[src/rtl/core/rxc_pkg.sv]
// package for the run-length / xor chain stream encoder
// item types, kind codes and shared constants; no dependencies
`default_nettype none

package rxc_pkg;

	localparam int unsigned BYTE_W = 8;
	localparam int unsigned SUM_W  = 32;
	localparam int unsigned KIND_W = 3;
	localparam int unsigned CNT_W  = 4;
	localparam int unsigned IDX_W  = 3;

	localparam logic [BYTE_W-1:0] BYTE_MAX = 8'hFF;

	// kind codes, codes 5 to 7 are ignored
	localparam logic [KIND_W-1:0] KIND_START = 3'd0;
	localparam logic [KIND_W-1:0] KIND_RAW   = 3'd1;
	localparam logic [KIND_W-1:0] KIND_CELL  = 3'd2;
	localparam logic [KIND_W-1:0] KIND_END   = 3'd3;
	localparam logic [KIND_W-1:0] KIND_SUMS  = 3'd4;

	typedef struct packed {
		logic [KIND_W-1:0] kind;
		logic [BYTE_W-1:0] value;
		logic              use_mask;
	} in_item_t;

	typedef struct packed {
		logic [BYTE_W-1:0] out_byte;
		logic              last;
	} out_item_t;

	// byte selection result for the item being worked on
	typedef struct packed {
		logic [BYTE_W-1:0] plain;
		logic [CNT_W-1:0]  count;
		logic              last;
		logic [BYTE_W-1:0] grid_byte;
		logic              mismatch;
		logic [SUM_W-1:0]  word;
	} sel_t;

endpackage

`default_nettype wire

[src/rtl/core/rxc_byte_sel.sv]
// picks the plain byte for the current byte slot of the held item
// depends on rxc_pkg
`default_nettype none

module rxc_byte_sel (
	input  rxc_pkg::in_item_t                  item,
	input  logic [rxc_pkg::IDX_W-1:0]          idx,
	input  logic [rxc_pkg::BYTE_W-1:0]         cell_mask,
	input  logic [rxc_pkg::BYTE_W-1:0]         run_length,
	input  logic [rxc_pkg::BYTE_W-1:0]         run_symbol,
	input  logic [rxc_pkg::SUM_W-1:0]          value_sum,
	input  logic [rxc_pkg::SUM_W-1:0]          coded_sum,
	input  logic [rxc_pkg::SUM_W-1:0]          word_q,
	output rxc_pkg::sel_t                      sel
);
	import rxc_pkg::*;

	logic [BYTE_W-1:0] grid_byte;
	logic              mismatch;
	logic [SUM_W-1:0]  word;
	logic [BYTE_W-1:0] word_byte;
	logic [BYTE_W-1:0] plain;
	logic [CNT_W-1:0]  count;

	assign grid_byte = item.use_mask ? (item.value & cell_mask) : item.value;
	assign mismatch  = (grid_byte != run_symbol) || (run_length == BYTE_MAX);

	// each sum word is sampled live on its first byte, then held
	always_comb begin
		if (idx == IDX_W'(0)) begin
			word = value_sum;
		end else if (idx == IDX_W'(4)) begin
			word = coded_sum;
		end else begin
			word = word_q;
		end
	end

	always_comb begin
		unique case (idx[1:0])
			2'd0: word_byte = word[7:0];
			2'd1: word_byte = word[15:8];
			2'd2: word_byte = word[23:16];
			2'd3: word_byte = word[31:24];
			default: word_byte = word[7:0];
		endcase
	end

	always_comb begin
		priority if (item.kind == KIND_START || item.kind == KIND_RAW) begin
			plain = item.value;
			count = CNT_W'(1);
		end else if (item.kind == KIND_CELL) begin
			plain = idx[0] ? run_symbol : run_length;
			count = mismatch ? CNT_W'(2) : CNT_W'(0);
		end else if (item.kind == KIND_END) begin
			plain = idx[0] ? run_symbol : run_length;
			count = (run_length != '0) ? CNT_W'(2) : CNT_W'(0);
		end else if (item.kind == KIND_SUMS) begin
			plain = word_byte;
			count = CNT_W'(8);
		end else begin
			plain = item.value;
			count = CNT_W'(0);
		end
	end

	assign sel.plain     = plain;
	assign sel.count     = count;
	assign sel.last      = ({1'b0, idx} == (count - CNT_W'(1)));
	assign sel.grid_byte = grid_byte;
	assign sel.mismatch  = mismatch;
	assign sel.word      = word;

endmodule

`default_nettype wire

[src/rtl/core/rxc_out_stage.sv]
// output register holding one result item toward the consumer
// depends on rxc_pkg
`default_nettype none

module rxc_out_stage (
	input  logic               clk,
	input  logic               arst_n,
	input  logic               load,
	input  rxc_pkg::out_item_t load_item,
	output logic               ready,
	output logic               out_valid,
	input  logic               out_stall,
	output rxc_pkg::out_item_t out_item
);
	import rxc_pkg::*;

	logic      valid_q;
	out_item_t item_q;

	assign ready     = !valid_q || !out_stall;
	assign out_valid = valid_q;
	assign out_item  = item_q;

	always_ff @(posedge clk or negedge arst_n) begin
		if (!arst_n) begin
			valid_q <= 1'b0;
		end else if (ready) begin
			valid_q <= load;
		end
	end

	always_ff @(posedge clk) begin
		if (ready && load) begin
			item_q <= load_item;
		end
	end

endmodule

`default_nettype wire

[src/rtl/core/rle_xor_chain_stream_encoder_core.sv]
// top level of the run-length / xor chain stream encoder
// depends on rxc_pkg, rxc_byte_sel and rxc_out_stage
`default_nettype none

// Byte stream encoder. Every plain byte is folded into an 8-bit xor chain
// and the new chain value is emitted; a start item emits its seed and
// restarts the chain, sums and run. Grid cells (optionally ANDed with
// cell_mask) are run-length coded into count/value pairs, runs capped at
// 255; end of grid flushes a nonzero run. A checksum item emits the value
// sum then the coded sum, 4 bytes each, low byte first. Each item sits in
// an input register and emits one byte per cycle into an output register
// whenever that register can take it; its byte count is 0, 1, 2 or 8,
// and the single xor chain and sum adders produce one byte a cycle. The
// next item is taken in the cycle the current one issues its last byte, or
// at once if it has none, also while that byte waits in the output register.
// last marks the final byte of each item. cell_mask resets to 0xFF.

module rle_xor_chain_stream_encoder_core (
	input  logic                          clk,
	input  logic                          arst_n,
	input  logic                          in_valid,
	output logic                          in_stall,
	input  rxc_pkg::in_item_t             in_item,
	output logic                          out_valid,
	input  logic                          out_stall,
	output rxc_pkg::out_item_t            out_item,
	input  logic                          cfg_wr_en,
	input  logic [rxc_pkg::BYTE_W-1:0]    cfg_wr_data
);
	import rxc_pkg::*;

	// held item and its byte slot
	logic              valid_s1;
	in_item_t          item_s1;
	logic [IDX_W-1:0]  idx_q;

	// encoder state
	logic [BYTE_W-1:0] cell_mask_q;
	logic [BYTE_W-1:0] xor_chain_q;
	logic [SUM_W-1:0]  value_sum_q;
	logic [SUM_W-1:0]  coded_sum_q;
	logic [BYTE_W-1:0] run_length_q;
	logic [BYTE_W-1:0] run_symbol_q;
	logic [SUM_W-1:0]  word_q;

	sel_t              sel;
	logic              out_ready;
	logic              step;
	logic              item_done;
	logic              accept;
	logic [BYTE_W-1:0] chain_next;
	out_item_t         load_item;

	rxc_byte_sel u_sel (
		.item       (item_s1),
		.idx        (idx_q),
		.cell_mask  (cell_mask_q),
		.run_length (run_length_q),
		.run_symbol (run_symbol_q),
		.value_sum  (value_sum_q),
		.coded_sum  (coded_sum_q),
		.word_q     (word_q),
		.sel        (sel)
	);

	// a start item chains its seed into a cleared chain
	assign chain_next = (item_s1.kind == KIND_START) ? sel.plain : (xor_chain_q ^ sel.plain);

	// one byte leaves whenever the output register can take it
	assign step      = valid_s1 && (sel.count != '0) && out_ready;
	// items with no bytes finish at once, without waiting on the output register
	assign item_done = valid_s1 && ((sel.count == '0) || (out_ready && sel.last));
	assign in_stall  = valid_s1 && !item_done;
	assign accept    = in_valid && !in_stall;

	assign load_item.out_byte = chain_next;
	assign load_item.last     = sel.last;

	rxc_out_stage u_out (
		.clk       (clk),
		.arst_n    (arst_n),
		.load      (step),
		.load_item (load_item),
		.ready     (out_ready),
		.out_valid (out_valid),
		.out_stall (out_stall),
		.out_item  (out_item)
	);

	// input register
	always_ff @(posedge clk or negedge arst_n) begin
		if (!arst_n) begin
			valid_s1 <= 1'b0;
		end else if (accept) begin
			valid_s1 <= 1'b1;
		end else if (item_done) begin
			valid_s1 <= 1'b0;
		end
	end

	always_ff @(posedge clk) begin
		if (accept) begin
			item_s1 <= in_item;
		end
	end

	// sum word capture for the checksum bytes
	always_ff @(posedge clk) begin
		if (step) begin
			word_q <= sel.word;
		end
	end

	always_ff @(posedge clk or negedge arst_n) begin
		if (!arst_n) begin
			cell_mask_q <= BYTE_MAX;
		end else if (cfg_wr_en) begin
			cell_mask_q <= cfg_wr_data;
		end
	end

	// byte slot counter, back to zero after the last byte
	always_ff @(posedge clk or negedge arst_n) begin
		if (!arst_n) begin
			idx_q <= '0;
		end else if (step) begin
			idx_q <= sel.last ? '0 : idx_q + IDX_W'(1);
		end
	end

	// chain and sums move per byte; the start item clears sums at its end
	always_ff @(posedge clk or negedge arst_n) begin
		if (!arst_n) begin
			xor_chain_q <= '0;
			value_sum_q <= '0;
			coded_sum_q <= '0;
		end else if (step) begin
			xor_chain_q <= chain_next;
			if (item_s1.kind == KIND_START) begin
				value_sum_q <= '0;
				coded_sum_q <= '0;
			end else begin
				value_sum_q <= value_sum_q + SUM_W'(sel.plain);
				coded_sum_q <= coded_sum_q + SUM_W'(chain_next);
			end
		end
	end

	// run state changes once the item's bytes are all out
	always_ff @(posedge clk or negedge arst_n) begin
		if (!arst_n) begin
			run_length_q <= '0;
			run_symbol_q <= '0;
		end else if (item_done) begin
			priority if (item_s1.kind == KIND_START || item_s1.kind == KIND_END) begin
				run_length_q <= '0;
				run_symbol_q <= '0;
			end else if (item_s1.kind == KIND_CELL) begin
				if (sel.mismatch) begin
					run_length_q <= BYTE_W'(1);
					run_symbol_q <= sel.grid_byte;
				end else begin
					run_length_q <= run_length_q + BYTE_W'(1);
				end
			end else begin
				run_length_q <= run_length_q;
			end
		end
	end

endmodule

`default_nettype wire
[config.mk]
export PLATFORM = sky130hd
export DESIGN_NAME = rle_xor_chain_stream_encoder_core
export DESIGN_NICKNAME = d
export VERILOG_FILES = /design/src/rtl/core/rxc_pkg.sv /design/src/rtl/core/rxc_byte_sel.sv /design/src/rtl/core/rxc_out_stage.sv /design/src/rtl/core/rle_xor_chain_stream_encoder_core.sv
export SDC_FILE = /design/constraint.sdc
export NUM_CORES = 1
export LEC_CHECK = 0
export BUFFER_PORTS_ARGS = -buffer_cell sky130_fd_sc_hd__buf_2
export CORE_UTILIZATION = 37
export DETAILED_ROUTE_END_ITERATION = 10
export HOLD_SLACK_MARGIN = 0.12
export SETUP_SLACK_MARGIN = 0.15
export SLEW_MARGIN = 25
export SYNTH_ARGS = -nofsm -noshare
export SYNTH_HDL_FRONTEND = slang
export SYNTH_SLANG_ARGS = --single-unit
[constraint.sdc]
create_clock -name clk -period 4.7 [get_ports clk]
set_input_delay 1.175 -clock clk [delete_from_list [all_inputs] [get_ports clk]]
set_output_delay 1.175 -clock clk [all_outputs]
set_load 0.1 [all_outputs]
======== After elaboration in Yosys (flattened, before gate mapping) ========
Cells that the tools add are included.
operators by class
  add/subtract/negate cells ............... 5
  equal/unequal tests ..................... 11
  multiplexer cells ....................... 27
  bitwise logic cells ..................... 2
  reductions and logical operators ........ 27
operators with widths
  kind                   count
  $mux W32               4
  $mux W8                13
  $add A32 B8 Y32        2
  $pmux W8 S4            1
  $mux W4                4
  $add A8 B1 Y8 const B  1
  $and A8 B8 Y8          1
  $eq A8 B8 Y1 const B   1
  $ne A8 B8 Y1           1
  $reduce_bool A8 Y1     1
  $xor A8 B8 Y8          1
  $logic_and A1 B1 Y1    7
  $eq A3 B2 Y1 const B   2
  $eq A3 B3 Y1 const B   2
  $logic_not A3 Y1       2
  $reduce_bool A2 Y1     3
  $logic_or A1 B1 Y1     5
  $eq A2 B2 Y1 const B   2
  $eq A3 B4 Y1           1
  $logic_not A1 Y1       4
  $logic_not A4 Y1       1
  $mux W2                2
  $reduce_bool A4 Y1     1
  $sub A4 B1 Y4 const B  1
  other kinds (8)        9
word-level totals
  register bits after elaboration ......... 154
  input port bits ......................... 25
  output and inout port bits .............. 11
  word-level logic and storage cells ...... 87

======== Longest topological paths before layout ========
Gate-level depths: netlist of run 1.
  depth after elaboration ................. 17
  depth in mapped cells ................... 25
  depth with buffers taken out ............ 20

======== By module ========
Synthesis of run 1 repeated with hierarchy kept, for this count alone.
second synthesis, totals
  cells, all modules ...................... 837
  area total of the unflattened synthesis .. 8,562.0 µm²
by module, submodules not included
  module                             instances  cells an instance  area each (µm²)  seq. area each (µm²)
  rle_xor_chain_stream_encoder_core  1          616                6,726.5          3,833.7
  rxc_byte_sel                       1          208                1,517.7          0.0
  rxc_out_stage                      1          13                 317.8            295.3

======== Least setup slack after synthesis of run 1 ========
Ideal clock, no wire load.
  kind .................................... register -> register
  from .................................... reg idx_q[0]
  to ...................................... reg coded_sum_q[18]
  library setup time ...................... 0.078 ns
  arrival time ............................ 4.539 ns
  data required time ...................... 4.622 ns
  path slack .............................. 0.082 ns
  cell stages (with the launch flop) ...... 24
  path buffers ............................ 5
  clock period less this slack ............ 4.618 ns
  cells stage by stage .................... dfrtp_1 clkbuf_1 inv_1 ha_1 buf_2 buf_2 buf_2 a21oi_1 a22oi_1 a21oi_1 a21oi_1 o21ai_1 xnor2_1 ha_1 inv_1 fa_1 nand3b_1 a21oi_1 o21a_1 o21ai_0 a21o_1 clkbuf_1 or3_1 a21oi_1
RTL lines
  element                   RTL line                                  source
  start: declaration        rle_xor_chain_stream_encoder_core.sv:35   logic [IDX_W-1:0] idx_q;
  start signal: assignment  rle_xor_chain_stream_encoder_core.sv:127  idx_q <= sel.last ? '0 : idx_q + IDX_W'(1);
  end signal: assignment    rle_xor_chain_stream_encoder_core.sv:144  coded_sum_q <= coded_sum_q + SUM_W'(chain_next);
  end: declaration          rle_xor_chain_stream_encoder_core.sv:41   logic [SUM_W-1:0] coded_sum_q;

======== Worst setup path in the final report of run 1 ========
  from .................................... reg run_length_q[0]
  to ...................................... out in_stall
on the way
  longest elaborated chain between the ends .. 12
  elaborated cells on any way between the ends .. 16
  classes of those cells .................. add/sub (1); eq/ne (2); mux (5); reduce/logical (8)
RTL lines
  element                                                    RTL line                                  source
  start: declaration                                         rle_xor_chain_stream_encoder_core.sv:42   logic [BYTE_W-1:0] run_length_q;
  start signal: assignment                                   rle_xor_chain_stream_encoder_core.sv:163  run_length_q <= run_length_q + BYTE_W'(1);
  start signal: assignment                                   rle_xor_chain_stream_encoder_core.sv:166  run_length_q <= run_length_q;
  $reduce_bool A8 Y1 / $eq A8 B8 Y1 (equally long branches)  rxc_byte_sel.sv:58, rxc_byte_sel.sv:26
  $mux W2 / $logic_or A1 B1 Y1 (equally long branches)       rxc_byte_sel.sv:58, rxc_byte_sel.sv:26
  $mux W4 / $mux W2 (equally long branches)                  rxc_byte_sel.sv:56, rxc_byte_sel.sv:55
  $mux W4 *                                                  rxc_byte_sel.sv:53                        end else if (item.kind == KIND_CELL) begin
  $mux W4 *                                                  rxc_byte_sel.sv:50                        priority if (item.kind == KIND_START || item.kind == KIND_RAW) begin
  $sub A4 B1 Y4                                              rxc_byte_sel.sv:70                        assign sel.last = ({1'b0, idx} == (count - CNT_W'(1)));
  $eq A3 B4 Y1                                               rxc_byte_sel.sv:70
  $logic_and A1 B1 Y1                                        rle_xor_chain_stream_encoder_core.sv:72   assign item_done = valid_s1 && ((sel.count == '0) || (out_ready && sel.last));
  $logic_or A1 B1 Y1 *                                       rle_xor_chain_stream_encoder_core.sv:72
  $logic_and A1 B1 Y1 *                                      rle_xor_chain_stream_encoder_core.sv:72
  $logic_not A1 Y1 *                                         rle_xor_chain_stream_encoder_core.sv:73   assign in_stall = valid_s1 && !item_done;
  $logic_and A1 B1 Y1 *                                      rle_xor_chain_stream_encoder_core.sv:73
  end: declaration                                           rle_xor_chain_stream_encoder_core.sv:22   output logic in_stall,
Mark *: on every way between the ends. The rest lies on a longest branch, timed or not.

==> impl_metrics.tcl, run 1 <==
set metrics [dict create \
    fin_area_um2 10100 \
    synth_edf_count 53 \
    initial_utilization_pct 38.1 \
    cp_data_arrival_time_ns 3.13 \
    gp_congestion 0.824 \
    ir_worst_vdd_mv 0.347 \
    clock_latency_ns 0.43 \
    crit_start "run_length_q[0]" \
    io_pins 36 \
    endpoint "in_stall" \
    yosysTopAreaCell "dfrtp_1" \
    drt-pass1-iter-count 5 \
    clock_path_buffers 2 \
    setup_tns_ns 0 \
    maxCapViolCount 0 \
    drt_iter0_drc 480 \
    cts_hold_buf 0 \
    outcome "complete, no violations" \
    ff2ff_setup_slack_ns 0.44 \
    io_buffers 35 \
    place_ws_ns 0.119 \
    worst_hold_path.num_cells 2 \
    track_usage_pct 18.3 \
    ys_seq_area_share_pct 47.5 \
    timing.rr.end "coded_sum_q[21]" \
    critPathKind "register to primary output" \
    syn_area_per_cell_um2 9.89 \
    worst_pin_slew_ns 0.899 \
    grt_pass1_vias 6237 \
    netlist_area_um2 8690 \
    antenna_found_initial 0 \
    htree_levels 4 \
    post_drt_wl_per_cell_um 16.7 \
    die_y_um 155 \
    synth-seq-cells 154 \
    cts_tree "built" \
    area_delta_synth_final_pct 16.1 \
    r2r_start "idx_q[1]" \
    cts_buffers 17 \
    drc 0 \
    p_leak_uw 0.00416 \
    grt_max_degree 49 \
    hp-start "value_sum_q[7]" \
    drive_gt1_share_pct 17.6 \
    yosysMostFrequentCell "nor2_1" \
    placed_area_um2 9310 \
    die_width_um 155 \
    place_inst 1217 \
    synth_top_cells_by_count "nor2_1 (100), dfrtp_1 (93), nand2_1 (93)" \
    worst_setup_path_end_kind "primary output" \
    syn_nets 932 \
    crit_fanout 6 \
    cts_sinks 154 \
    finalHoldViolations 0 \
    finClkSkew_ns 0.0149 \
    layout_setup_ws_ns 0.392 \
    root_buffer "clkbuf_16" \
    cp.required_ns 3.52 \
    rsz0062_at_grt "yes" \
    grt_first_pass_wirelength_um 34400 \
    synthCells 879 \
    worstHoldPathType "register to register" \
    fin_crit_sh_pct 91.7 \
    via_per_inst 5.26 \
    routed_wl_um 21100 \
    dp_hpwl_um 14600 \
    yosys_most_used_dff "dfrtp_1" \
    reg2regPathDepth 20 \
    max_slew_margin_pct 39.6 \
    die_area_um2 24100 \
    ant_nets 0 \
    synthDistinctLibCells 71 \
    min_period_ns 4.31 \
    antenna_cells 0 \
    drv_slew 0 \
    finalSetupViolations 0 \
    rows 55 \
    synthTopCellsByArea "dfrtp_1 (27%), edfxtp_1 (18%), mux2i_1 (5.6%)" \
    synth_top_area_share_pct 26.8 \
    pwr_density_cell_nw_per_um2 608 \
    crit_path_start_kind "register" \
    ys_warn_count 0 \
    fmax_ghz 0.232 \
    cts.clk_slew.worst_paths_ns 0.07 \
    vias 6620 \
    fill_cells 2212 \
    overflow 0 \
    num-nets-final 985 \
    fin_cells 1258 \
    coreArea_um2 22800 \
    async_flop_share_pct 65.6 \
]
stage by stage:
stage | hold slack, ns | total power, µW | util (%)
after global placement | 0.494 | 4590 | 40.7
final | 0.508 | 6140 | 44.2
after CTS | 0.516 | 6060 | 43.4
after floorplan | 0.465 | 4010 | -
after global routing | 0.544 | 6570 | 44.2
after detailed placement | 0.502 | 4620 | 40.7
worst max-delay path, stage by stage (launching register included):
cell      delay (ns)
dfrtp_2         0.41
ha_1            0.20
and3_2          0.23
nand3_1         0.12
o32ai_4         0.27
nor4_4          0.08
a31oi_4         0.20
inv_1           0.06
ha_1            0.27
a21boi_2        0.22
nand4_1         0.18
mux2i_4         0.22
nor2_4          0.08
buf_8           0.18
where the power goes:
group / leakage (µW) / switching [µW] / total (µW) / internal (µW)
registers: 0.00179 / 247 / 2050 / 1800
logic: 0.00209 / 1640 / 2710 / 1070
clock network: 0.000282 / 580 / 1370 / 795
cell usage in the layout (no fill, tap or decap), types with 11 or more instances in the layout:
master / Yosys / layout
nand3_1: 13 / 13
inv_1: 28 / 26
clkbuf_16: 0 / 18
buf_2: 6 / 33
nor2_1: 100 / 99
xor2_1: 20 / 20
nand4_1: 11 / 11
nand2_1: 93 / 93
ha_1: 26 / 25
nand2b_1: 15 / 15
a21oi_1: 76 / 72
mux2i_1: 49 / 49
o21ai_0: 47 / 46
dfrtp_1: 93 / 90
edfxtp_1: 53 / 53
buf_4: 1 / 38
nor3_1: 15 / 15
xnor2_1: 41 / 38
kinds of logic after synthesis:
logic type,after synthesis,share of synthesized area (%)
AO/OA/AOI/OAI,202,14.6
AND/OR/NAND/NOR,301,16.5
adder cells (fa/ha/maj),28,4.20
buffers and inverters,71,3.55
flip-flops,154,47.5
multiplexers,62,7.45
XOR/XNOR,61,6.14
metal layers:
metal	up-vias	routed length [µm]	share of wire, %	GRT usage [%]
met5	-	0	0	0
met4	0	252	1.2	5.28
met3	16	773	3.7	3.15
met2	140	9860	47	28.6
met1	3214	10200	48	25.9
li1	3250	-	-	-
how the worst min path moves through the flow:
stage                            endpoint
after global placement     value_sum_q[5]
final                      value_sum_q[7]
after global routing       xor_chain_q[1]
after floorplan           value_sum_q[10]
after detailed placement   value_sum_q[7]
after CTS                  value_sum_q[7]
state kept, by name (all words and copies together), names as in the netlist:
signal	count
coded_sum_q	32
value_sum_q	32
word_q	32
item_s1	12
u_out.out_item	9
cell_mask_q	8
run_length_q	8
run_symbol_q	8
xor_chain_q	8
idx_q	3
u_out.out_valid	1
valid_s1	1
area by class of cell:
class	instances	area [µm²]	area share (%)
inverters	30	113	1.12
clock buffers	21	482	4.77
repair buffers	74	497	4.92
multi-input cells	655	4370	43.3
flip-flops and latches	154	4140	41.0
well taps	313	392	3.88
clock inverters	11	111	1.10
repair_timing:
item                                    CTS  global route
resized for setup                         7            22
setup buffers                             0             8
endpoints found under the setup margin   11            40
endpoints found under the hold margin     0             0
pin swaps                                 0             5
gates cloned                              0             1
Power figures use the tool's default switching activity.
==> run 2, diff against run 1 <==
CAP_MARGIN = 0   (was default)
CORE_UTILIZATION = 56   (was 37)
PLACE_DENSITY = 0.76   (was default)
==> impl_metrics.tcl, run 2 (synthesis results as in run 1) <==
set metrics [dict create \
    cts_tree "built" \
    worst_setup_path_end_kind "register" \
    die_area_um2 16000 \
    cts_hold_buf 0 \
    rows 45 \
    cts_sinks 154 \
    crit_path_start_kind "register" \
    coreArea_um2 15200 \
    cts.clk_slew.worst_paths_ns 0.07 \
    fmax_ghz 0.225 \
    layout_common_cells "nor2_1 (98), nand2_1 (93), dfrtp_1 (91)" \
    initial_utilization_pct 57.2 \
    pwr_density_cell_nw_per_um2 623 \
    outcome "complete, no violations" \
    die_y_um 127 \
    reg.largest.list "coded_sum_q x32, value_sum_q x32, word_q x32" \
    grt_pass1_vias 6381 \
    io_buffers 35 \
    cp_data_arrival_time_ns 4.80 \
    sw_frac_of_total_pct 40.5 \
    cpMostUsedCell "a21oi_1" \
    r2r_start "idx_q[1]" \
    power_frac_clock_pct 23.2 \
    cp_cell_sequence "inv_1 > ha_4 > clkbuf_4 > nor2_1 > a21oi_1 > a222oi_1 > nor2_1 > a21oi_1 > o21ai_2 > xnor2_2 > inv_1 > fa_1 > nand3b_1 > a21oi_1 > o21a_1 > o21ai_0 > a21o_2 > or3_1 > a21oi_1" \
    grt_first_pass_wirelength_um 32700 \
    finalHoldViolations 0 \
    hold_path_end "value_sum_q[3]" \
    worst_pin_slew_ns 0.920 \
    finalSetupViolations 0 \
    antenna_found_initial 0 \
    gp_congestion 0.873 \
    power_frac_seq_pct 33.2 \
    fin_crit_sh_pct 94.6 \
    via_per_inst 6.00 \
    p_leak_uw 0.00415 \
    drc 0 \
    cts_buffers 17 \
    critPathKind "register to register" \
    layout_commonest_cell "nor2_1" \
    crit_fanout 12 \
    drive_gt1_share_pct 16.4 \
    worstHoldPathType "register to register" \
    reg2regPathDepth 19 \
    worst_hold_path.num_cells 2 \
    hold_ws_ns 0.523 \
    setup_tns_ns 0 \
    antenna_cells 0 \
    timing.rr.end "coded_sum_q[18]" \
    drt_iter0_drc 592 \
    routed_wl_um 20000 \
    p_int_uw 3650 \
    rsz0062_at_grt "yes" \
    crit_path_top_delay_cell "a222oi_1" \
    critPathBufInv 3 \
    cp.required_ns 5.05 \
    clock_latency_ns 0.43 \
    ir_worst_vdd_mv 0.371 \
    power.net_switching_uw 2490 \
    die_width_um 127 \
    area_delta_synth_final_pct 13.3 \
    drt-pass1-iter-count 5 \
    dp_hpwl_um 14100 \
    max_slew_margin_pct 38.2 \
    fill_cells 1190 \
    cpPeakStageDelay_ns 0.44 \
    htree_levels 4 \
    ff2ff_setup_slack_ns 0.25 \
    clock_path_buffers 2 \
    track_usage_pct 26.5 \
    vias 6759 \
    grt_max_degree 56 \
    pwr-share-comb_pct 43.5 \
    min_period_ns 4.45 \
    maxCapViolCount 0 \
    drv_slew 0 \
    hp-start "value_sum_q[3]" \
    finClkSkew_ns 0.0106 \
    overflow 0 \
    num-nets-final 979 \
    ant_nets 0 \
    root_buffer "clkbuf_16" \
    post_drt_wl_per_cell_um 17.8 \
    io_pins 36 \
    path_delay_family "compound AO/OA/AOI/OAI gates" \
]
==> run 2: area by class of cell <==
type	instances	area (µm²)	area share [%]
Timing Repair Buffer	69	452	4.58
Clock inverter	15	173	1.75
Inverter	30	113	1.14
Multi-Input combinational cell	654	4320	43.9
Tap cell	188	235	2.39
Clock buffer	17	425	4.32
Sequential cell	154	4130	41.9
==> run 2: per-layer routing <==
metal,part of all wire [%],wire length (µm),track usage (%),vias to the layer above
met5,0,0,0,-
met4,1.6,320,8.43,0
met3,5.7,1140,5.31,20
met2,47,9480,41.8,210
met1,45,9100,36.9,3294
li1,-,-,-,3235
==> run 2: power groups by stage <==
stage	Combinational [µW]	Sequential [µW]	Clock, µW
after detailed placement	2560	2050	0
after CTS	2610	2030	1440
after global placement	2500	2040	0
after floorplan	1830	2170	0
final	2670	2040	1430
after global routing	2930	2080	1500
==> run 2: through the flow <==
stage | setup WS, ns | power, µW | cell area, µm² | cells | utilization, %
after floorplan | 0.299 | 4010 | 8700 | 879 | -
after CTS | 0.116 | 6080 | 9800 | 1125 | 64.4
final | 0.252 | 6130 | 9850 | 1127 | 64.8
after global placement | 0.363 | 4530 | 9170 | 1093 | 60.3
after global routing | 0.0399 | 6510 | 9850 | 1127 | 64.8
after detailed placement | 0.110 | 4620 | 9180 | 1093 | 60.4
==> run 2: worst max path at each step <==
stage	startpoint	end	slack, ns	cells past startpoint
after global placement	idx_q[1]	coded_sum_q[30]	0.36	21
after global routing	idx_q[1]	coded_sum_q[18]	0.04	19
after CTS	run_length_q[1]	in_stall	0.12	14
final	idx_q[1]	coded_sum_q[18]	0.25	19
after floorplan	idx_q[0]	coded_sum_q[18]	0.30	23
after detailed placement	idx_q[1]	coded_sum_q[26]	0.11	21
==> run 2: repair_timing <==
| item | in CTS | in global routing |
|---|---|---|
| pin swaps | 0 | 2 |
| resized for setup | 3 | 12 |
| setup buffers | 0 | 2 |
| endpoints found under the setup margin | 4 | 29 |
==> run 2: worst reg2reg max path, cell delays in order, from the launching register on <==
cell and delay, ns:
dfrtp_1 0.43, inv_1 0.15, ha_4 0.23, clkbuf_4 0.20, nor2_1 0.10, a21oi_1 0.06
a222oi_1 0.44, nor2_1 0.09, a21oi_1 0.20, o21ai_2 0.11, xnor2_2 0.25, inv_1 0.10
fa_1 0.44, nand3b_1 0.20, a21oi_1 0.22, o21a_1 0.18, o21ai_0 0.13, a21o_2 0.32
or3_1 0.37, a21oi_1 0.16
